**src/rtl/rsi_if.sv**
```systemverilog


interface rsi_hit_if #(parameter int COORD_WIDTH = 32);
    logic                          valid;
    logic                          ready;
    logic                          hit;
    logic signed [COORD_WIDTH-1:0] distance;

    modport source (output valid, hit, distance, input ready);
    modport sink   (input valid, hit, distance, output ready);
endinterface

```
**src/rtl/rsi_root.sv**
```systemverilog
// Root selection, saturation and the output register.
module rsi_root #(
    parameter int COORD_WIDTH = 32,
    parameter int FRAC_BITS   = 16
) (
    input  logic                           i_clk,
    input  logic                           i_rst_n,
    input  logic                           i_valid,
    output logic                           o_en_up,
    input  logic                           i_hit,
    input  logic signed [COORD_WIDTH+4:0]  i_h,
    input  logic        [COORD_WIDTH+4:0]  i_s,
    rsi_hit_if.source                      o_res
);
    localparam int HW = COORD_WIDTH + 5;
    localparam int XW = HW + 2;

    logic                          r_vld;
    logic                          r_hit;
    logic signed [COORD_WIDTH-1:0] r_dist;
    logic                          en;

    logic signed [XW-1:0]          hx, sx, near_r, far_r, root;
    logic signed [XW-1:0]          lim_hi, lim_lo;
    logic signed [COORD_WIDTH-1:0] n_dist;

    assign en      = !r_vld || o_res.ready;
    assign o_en_up = en;

    always_comb begin
        hx     = XW'(i_h);
        sx     = $signed({2'b00, i_s});
        near_r = -hx - sx - XW'(1);  // near root less one LSB
        far_r  = sx - hx;
        root   = (near_r > 0) ? near_r : far_r;
        lim_hi = XW'({1'b0, {(COORD_WIDTH-1){1'b1}}});
        lim_lo = -lim_hi - XW'(1);
        if (!i_hit)
            n_dist = -(COORD_WIDTH'(1) << FRAC_BITS);
        else if (root > lim_hi)
            n_dist = lim_hi[COORD_WIDTH-1:0];
        else if (root < lim_lo)
            n_dist = lim_lo[COORD_WIDTH-1:0];
        else
            n_dist = root[COORD_WIDTH-1:0];
    end

    always_ff @(posedge i_clk) begin
        if (!i_rst_n) begin
            r_vld <= 1'b0;
        end else if (en) begin
            r_vld <= i_valid;
        end
    end

    always_ff @(posedge i_clk) begin
        if (en) begin
            r_hit  <= i_hit;
            r_dist <= n_dist;
        end
    end

    assign o_res.valid    = r_vld;
    assign o_res.hit      = r_hit;
    assign o_res.distance = r_dist;
endmodule

```
**src/flat_wrapper.sv**
```systemverilog
// flat-port wrapper written by rule: the top's interface ports become plain ports
module rsi_root_flat 
#(
    parameter int COORD_WIDTH = 32,
    parameter int FRAC_BITS   = 16
)
  (i_clk, i_rst_n, i_valid, o_en_up, i_hit, i_h, i_s, o_res_valid, o_res_hit, o_res_distance, o_res_ready);
  rsi_hit_if #(.COORD_WIDTH(COORD_WIDTH)) o_res_i ();
  input  logic i_clk;
  input  logic i_rst_n;
  input  logic i_valid;
  output logic o_en_up;
  input  logic i_hit;
  input  logic signed [COORD_WIDTH+4:0] i_h;
  input  logic        [COORD_WIDTH+4:0] i_s;
  output wire logic [$bits(o_res_i.valid)-1:0] o_res_valid;
  output wire logic [$bits(o_res_i.hit)-1:0] o_res_hit;
  output wire logic [$bits(o_res_i.distance)-1:0] o_res_distance;
  input wire logic [$bits(o_res_i.ready)-1:0] o_res_ready;
  assign o_res_valid = o_res_i.valid;
  assign o_res_hit = o_res_i.hit;
  assign o_res_distance = o_res_i.distance;
  assign o_res_i.ready = o_res_ready;
  rsi_root #(.COORD_WIDTH(COORD_WIDTH), .FRAC_BITS(FRAC_BITS)) u_core (.i_clk(i_clk), .i_rst_n(i_rst_n), .i_valid(i_valid), .o_en_up(o_en_up), .i_hit(i_hit), .i_h(i_h), .i_s(i_s), .o_res(o_res_i));
endmodule
```
**config.mk**
```make
export PLATFORM = sky130hd
export DESIGN_NAME = rsi_root_flat
export DESIGN_NICKNAME = d
export VERILOG_FILES = /design/src/rtl/rsi_if.sv /design/src/rtl/rsi_root.sv /design/src/flat_wrapper.sv
export SDC_FILE = /design/constraint.sdc
export NUM_CORES = 1
export LEC_CHECK = 0
export CORE_ASPECT_RATIO = 0.5
export CORE_UTILIZATION = 53
export CTS_CLUSTER_DIAMETER = 40
export DETAILED_ROUTE_END_ITERATION = 10
export DONT_BUFFER_PORTS = 1
export GPL_ROUTABILITY_DRIVEN = 0
export PLACE_DENSITY = 0.71
export SYNTH_ARGS = -nofsm -noshare
export SYNTH_HDL_FRONTEND = slang
export SYNTH_SLANG_ARGS = --single-unit
```
**constraint.sdc**
```tcl
create_clock -name i_clk -period 5.5 [get_ports i_clk]
set_input_delay 1.1 -clock i_clk [delete_from_list [all_inputs] [get_ports i_clk]]
set_output_delay 1.1 -clock i_clk [all_outputs]
set_load 0.03 [all_outputs]
```
======== Yosys cells after proc, flatten, opt, wreduce, memory -nomap -nowiden ========
Index checks and enable logic that the tools add are counted.
word-level totals
  bits in registers ....................... 34
  input port bits ......................... 79
cells by class
  add/subtract/negate cells ............... 4
  order comparisons ....................... 3
  muxes and demuxes ....................... 3
  bitwise logic cells ..................... 1
  reductions and logical operators ........ 3
operator list
  operator               number
  $mux 32                2
  $gt 39x1->1 const B    1
  $gt 39x32->1 const B   1
  $lt 39x32->1 const B   1
  $mux 39                1
  $neg 37->39            1
  $sub 38x37->39         1
  $sub 39x2->39 const B  1
  $sub 39x38->39         1
  $reduce_or 2->1        1
  $logic_not 1->1        1
  $logic_or 1x1->1       1
  $not 1->1              1

======== Logic depth before layout (Yosys ltp) ========
  depth after elaboration ................. 8
  mapped depth ............................ 19
  gate-level depth less buffers ........... 17

======== Worst setup path after synthesis ========
Ideal clock, no wire load.
  path type ............................... input port to flip-flop
  start point ............................. in i_h[6]
  end point ............................... reg u_core.r_dist[22] (netlist: u_core.o_res.distance[22]) (data pin)
  library setup time ...................... 0.254 ns
  arrival time ............................ 5.064 ns
  path slack .............................. 0.182 ns
  cell stages on the path ................. 18
  path through ............................ inv_1 ha_1 buf_4 a21o_1 a221o_1 and3_4 or4b_4 and2_4 xor2_1 nor4_2 nand4_1 a2111oi_4 a21o_4 buf_8 mux2i_1 a32oi_2 buf_4 a21o_1
between the ends
  longest elaborated chain between the ends .. 7
  elaborated cells on any way between the ends .. 10
ends and longest elaborated chain
  item                                          RTL line                        RTL
  start, declared                               flat_wrapper.sv:14              input logic signed [COORD_WIDTH+4:0] i_h;
  $neg 37->39                                   rsi_root.sv:33                  near_r = -hx - sx - XW'(1);
  $sub 39x38->39                                rsi_root.sv:33
  $sub 39x2->39                                 rsi_root.sv:33
  $gt 39x1->1                                   rsi_root.sv:35                  root = (near_r > 0) ? near_r : far_r;
  $mux 39 *                                     rsi_root.sv:35
  $lt 39x32->1 or $gt 39x32->1 (tied branches)  rsi_root.sv:42, rsi_root.sv:40
  $mux 32 or $reduce_or 2->1 (tied branches)    -
  end signal, assigned                          rsi_root.sv:59                  r_dist <= n_dist;
  end, declared                                 rsi_root.sv:20                  logic signed [COORD_WIDTH-1:0] r_dist;
Every way passes the cells marked *; elsewhere a longest branch is shown, timed or not.
A chain may end at the register's enable or synchronous reset.

======== Worst setup path after layout ========
  start point ............................. in i_h[0]
  end point ............................... reg u_core.r_dist[11] (netlist: u_core.o_res.distance[11]) (data pin)
between the ends
  longest elaborated chain between the ends .. 8
  elaborated cells on any way between the ends .. 10
ends and longest elaborated chain
  item            RTL line        RTL
  $neg 37->39     rsi_root.sv:33
  $sub 39x38->39  rsi_root.sv:33
  $sub 39x2->39   rsi_root.sv:33
  $gt 39x1->1     rsi_root.sv:35
  $mux 39 *       rsi_root.sv:35
  $lt 39x32->1    rsi_root.sv:42  else if (root < lim_lo)
  $mux 32         rsi_root.sv:42
  $mux 32 *       rsi_root.sv:40  else if (root > lim_hi)
Marks and branches as above.

==> metrics list <==
- Classification of the worst setup path: in -> reg
- Global-route wire length before repair: 30,000 um
- Leaving out filler cells and counting taps, the final layout contains 1,041.
- The final number of max-transition violations is 0.
* Core area: 0.01202 mm2
* Fraction of synthesis flops using an asynchronous set or reset pin: 0%
* Clock buffers created by TritonCTS: 5
- Once the clock tree was built, the setup fixing pass inserted 0 buffers.
* Startpoint kind of the worst setup timing path: primary input
- The mapped netlist covers 0.006635 mm2.
- Number of antenna cells inserted: 0
* Die outline width: 160.2 um
- Vias in the first global route: 6,027
* Synth top area share: 14.93%
* Leading cell types in the layout, fill and taps excluded: inv_1 (112), a21oi_1 (85), ha_1 (76)
- Register area share after synthesis: 15.24%
* Max-Slew Margin vs Limit: 32.24%
* Static Leak: 3.406 nW
* Number of flip-flops and latches in the synthesized netlist: 34
- CTS clk-pin slew, worst paths: 0.06 ns
- In this run the worst hold path is classified as in -> reg.
* Critical path capture point type: flip-flop
- The number of antenna violations at the first check in global routing came to 0.
- Maximum vdd ir drop: 184.2 uV
* Final design utilization: 60.36%
* Per-cell routed wire length: 18.32 um
- Starting density of the core: 55.22%
- Leaving out fill and tap cells, the most frequent cell in the layout is inv_1.
* Setup Viol. Count Final: 0
- Clock latency at the later pin of the worst-skew pair: 0.29 ns
- Setup Skew: 0.007592 ns
* YS warnings: 0
- Routed wire length: 19,070 um
- For the finished layout, the period the worst path requires is 5.298 ns.
- On the worst path, the slowest cell contributes a delay of 0.52 ns.
- Required arrival time at the worst endpoint: 5.53 ns
- For this run, the leading register cell type out of synthesis is edfxtp_1.
- Number of H-tree levels: 2
- Pwr dens: 223.2 mW/mm2
- Layout cell share with drive strength beyond 1: 9.589%
- In this run the remaining antenna-violating nets after routing total 0.
- For this design, the CTS-stage hold fixing added 0 buffers.
- The first detailed-routing pass took 5 iterations.
- Library cell with the largest summed area after synthesis: edfxtp_1
- Total negative slack: 0 ns
* Dpl hpwl: 15,760 um
- Transition time at the pin with the least slew margin: 1.016 ns
- Relative to the synthesized area, the layout overhead comes to 9.316%.
* Synthesized area per cell: 7.688 um2
- Placement row count: 28
* Count of placed standard cells including taps: 1,033
* DP Area: 0.007044 mm2
* Clk sink count: 34
- The detailed router finished its first iteration with 640 violations.
- Post-route DRC: 0
- During placement, the flow inserted port buffers numbering 0.
* Part of the cycle the worst path needs: 96.33%
- Number of max-cap violations: 0
* Max stage delay cell, worst path: nor4b_1
* Number of standard cells after synthesis: 863
- Final-stage net count: 1,032
* GRT Total Usage: 28.93%
* Unrepaired setup endpoints after global routing: false
- Final number of hold-violating endpoints: 0
* Number of nets in the synthesized netlist: 1,020
- During I/O placement, the number of pins put on the boundary was 114.
* TritonCTS clock tree: built
- Cell chosen for the clock root: clkbuf_16
* Cell types occupying the most area after synthesis: edfxtp_1 (15%), ha_1 (14%), xnor2_1 (6.6%), a21oi_1 (6.4%), inv_1 (6.3%)
* Die ar.: 0.01300 mm2
- The clock passes through at most 2 buffers.
- Highest attainable clock frequency: 0.1887 GHz
- The run finished with clean final reports.
- Routed vias/inst: 6.359
* Overall Power: 1.619 mW
- Counting flops with a built-in enable in the synthesized netlist gives 33.
- Crit-path max FO: 16
* Number of different library cells in the post-synthesis netlist: 86
- CP Cell Sequence: ha_1, inv_1, fa_1, a21o_1, a21oi_1, xnor2_1, a31oi_1, buf_4, nand4_1, nor4b_1, o2111a_1, nand4_1, a2111oi_4, a21o_4, buf_4, mux2i_2, a311oi_4, buf_12, a21o_1
- In this run the vertical extent of the chip is 81.12 um.
- For this run the aggregate overflow at the end of global routing stands at 0.
- The layout has 1,112 filler cells.
- Total number of vias: 6,620
- The finished cells cover 0.007253 mm2.
- Data arrival, critical path: 5.33 ns
- Largest net degree at the start of global routing: 36
==> cells in the mapped netlist (14+ instances only) <==
cell / count
a21o_1: 47
nand3_1: 16
nand4_1: 14
inv_1: 112
nand2_1: 39
a21oi_1: 85
mux2i_1: 28
ha_1: 76
o21ai_0: 37
edfxtp_1: 33
nor2_1: 54
nor2b_1: 15
clkbuf_1: 28
nor3_1: 15
xnor2_1: 50
o21bai_1: 19
==> routing by layer <==
layer	vias to the layer above	part of all wire [%]	global-route usage [%]
met2	355	42	45.57
met5	-	0	0
met3	39	10	7.048
li1	3129	-	-
met4	0	2.1	7.905
met1	3097	46	39.51
==> final timing paths <==
path,start,to,slack (ns),cells after the start
worst max-delay path,i_h[0],u_core.o_res.distance[11],0.20,19
worst min-delay path,i_hit,u_core.o_res.hit,0.91,0
worst max register to register,u_core.o_res.valid,u_core.o_res.distance[24],3.86,1
worst min register to register,u_core.o_res.valid,u_core.o_res.valid,1.44,2
==> worst max-delay path, delay by kind of cell <==
family                   cells  cell delay (ns)
multiplexers                 1             0.33
XOR/XNOR                     1             0.19
adder cells (fa/ha/maj)      2             0.56
AO/OA/AOI/OAI                8             1.84
AND/OR/NAND/NOR              3             0.78
buffers and inverters        4             0.53
==> flip-flops by register name, indices dropped and copies added (netlist names) <==
name	count
u_core.o_res.distance	32
u_core.o_res.valid	1
u_core.o_res.hit	1
==> what timing repair did <==
action / in CTS / in global routing
endpoints found under the hold margin: 0 / 0
gates resized for setup: 0 / 2
setup endpoints to repair: 0 / 31
==> power by group <==
part	internal, mW	switching (mW)
Combinational	0.332	0.483
Sequential	0.338	0.0933
Clock	0.260	0.112
==> final cells by class <==
cell class / instances / area, um2 / share of cell area (%)
Multi-Input combinational cell: 675 / 5022 / 69.24
Sequential cell: 34 / 1011 / 13.94
Inverter: 113 / 424.2 / 5.848
Timing Repair Buffer: 46 / 395.4 / 5.451
Tap cell: 165 / 206.4 / 2.846
Clock buffer: 5 / 125.1 / 1.725
Clock inverter: 3 / 68.82 / 0.9488
==> cell families (layout without fill, tap and decap cells) <==
group,Yosys count,after routing,synth area share [%]
mux,32,32,4.903
simple gates,215,215,17.27
buf+inv,154,167,9.334
fa+ha+maj,78,78,14.93
compound gates,295,295,31.06
flops,34,34,15.24
xor+xnor,55,55,7.260
==> through the flow <==
stage	hold WS (ns)	worst slack (ns)
2_1_floorplan	1.199	0.1818
3_3_place_gp	1.199	-0.01081
3_5_place_dp	1.199	-0.1062
4_1_cts	0.9022	0.1799
5_1_grt	0.8982	0.04482
6_report	0.9071	0.2018
(Power assumes the default switching activity.)
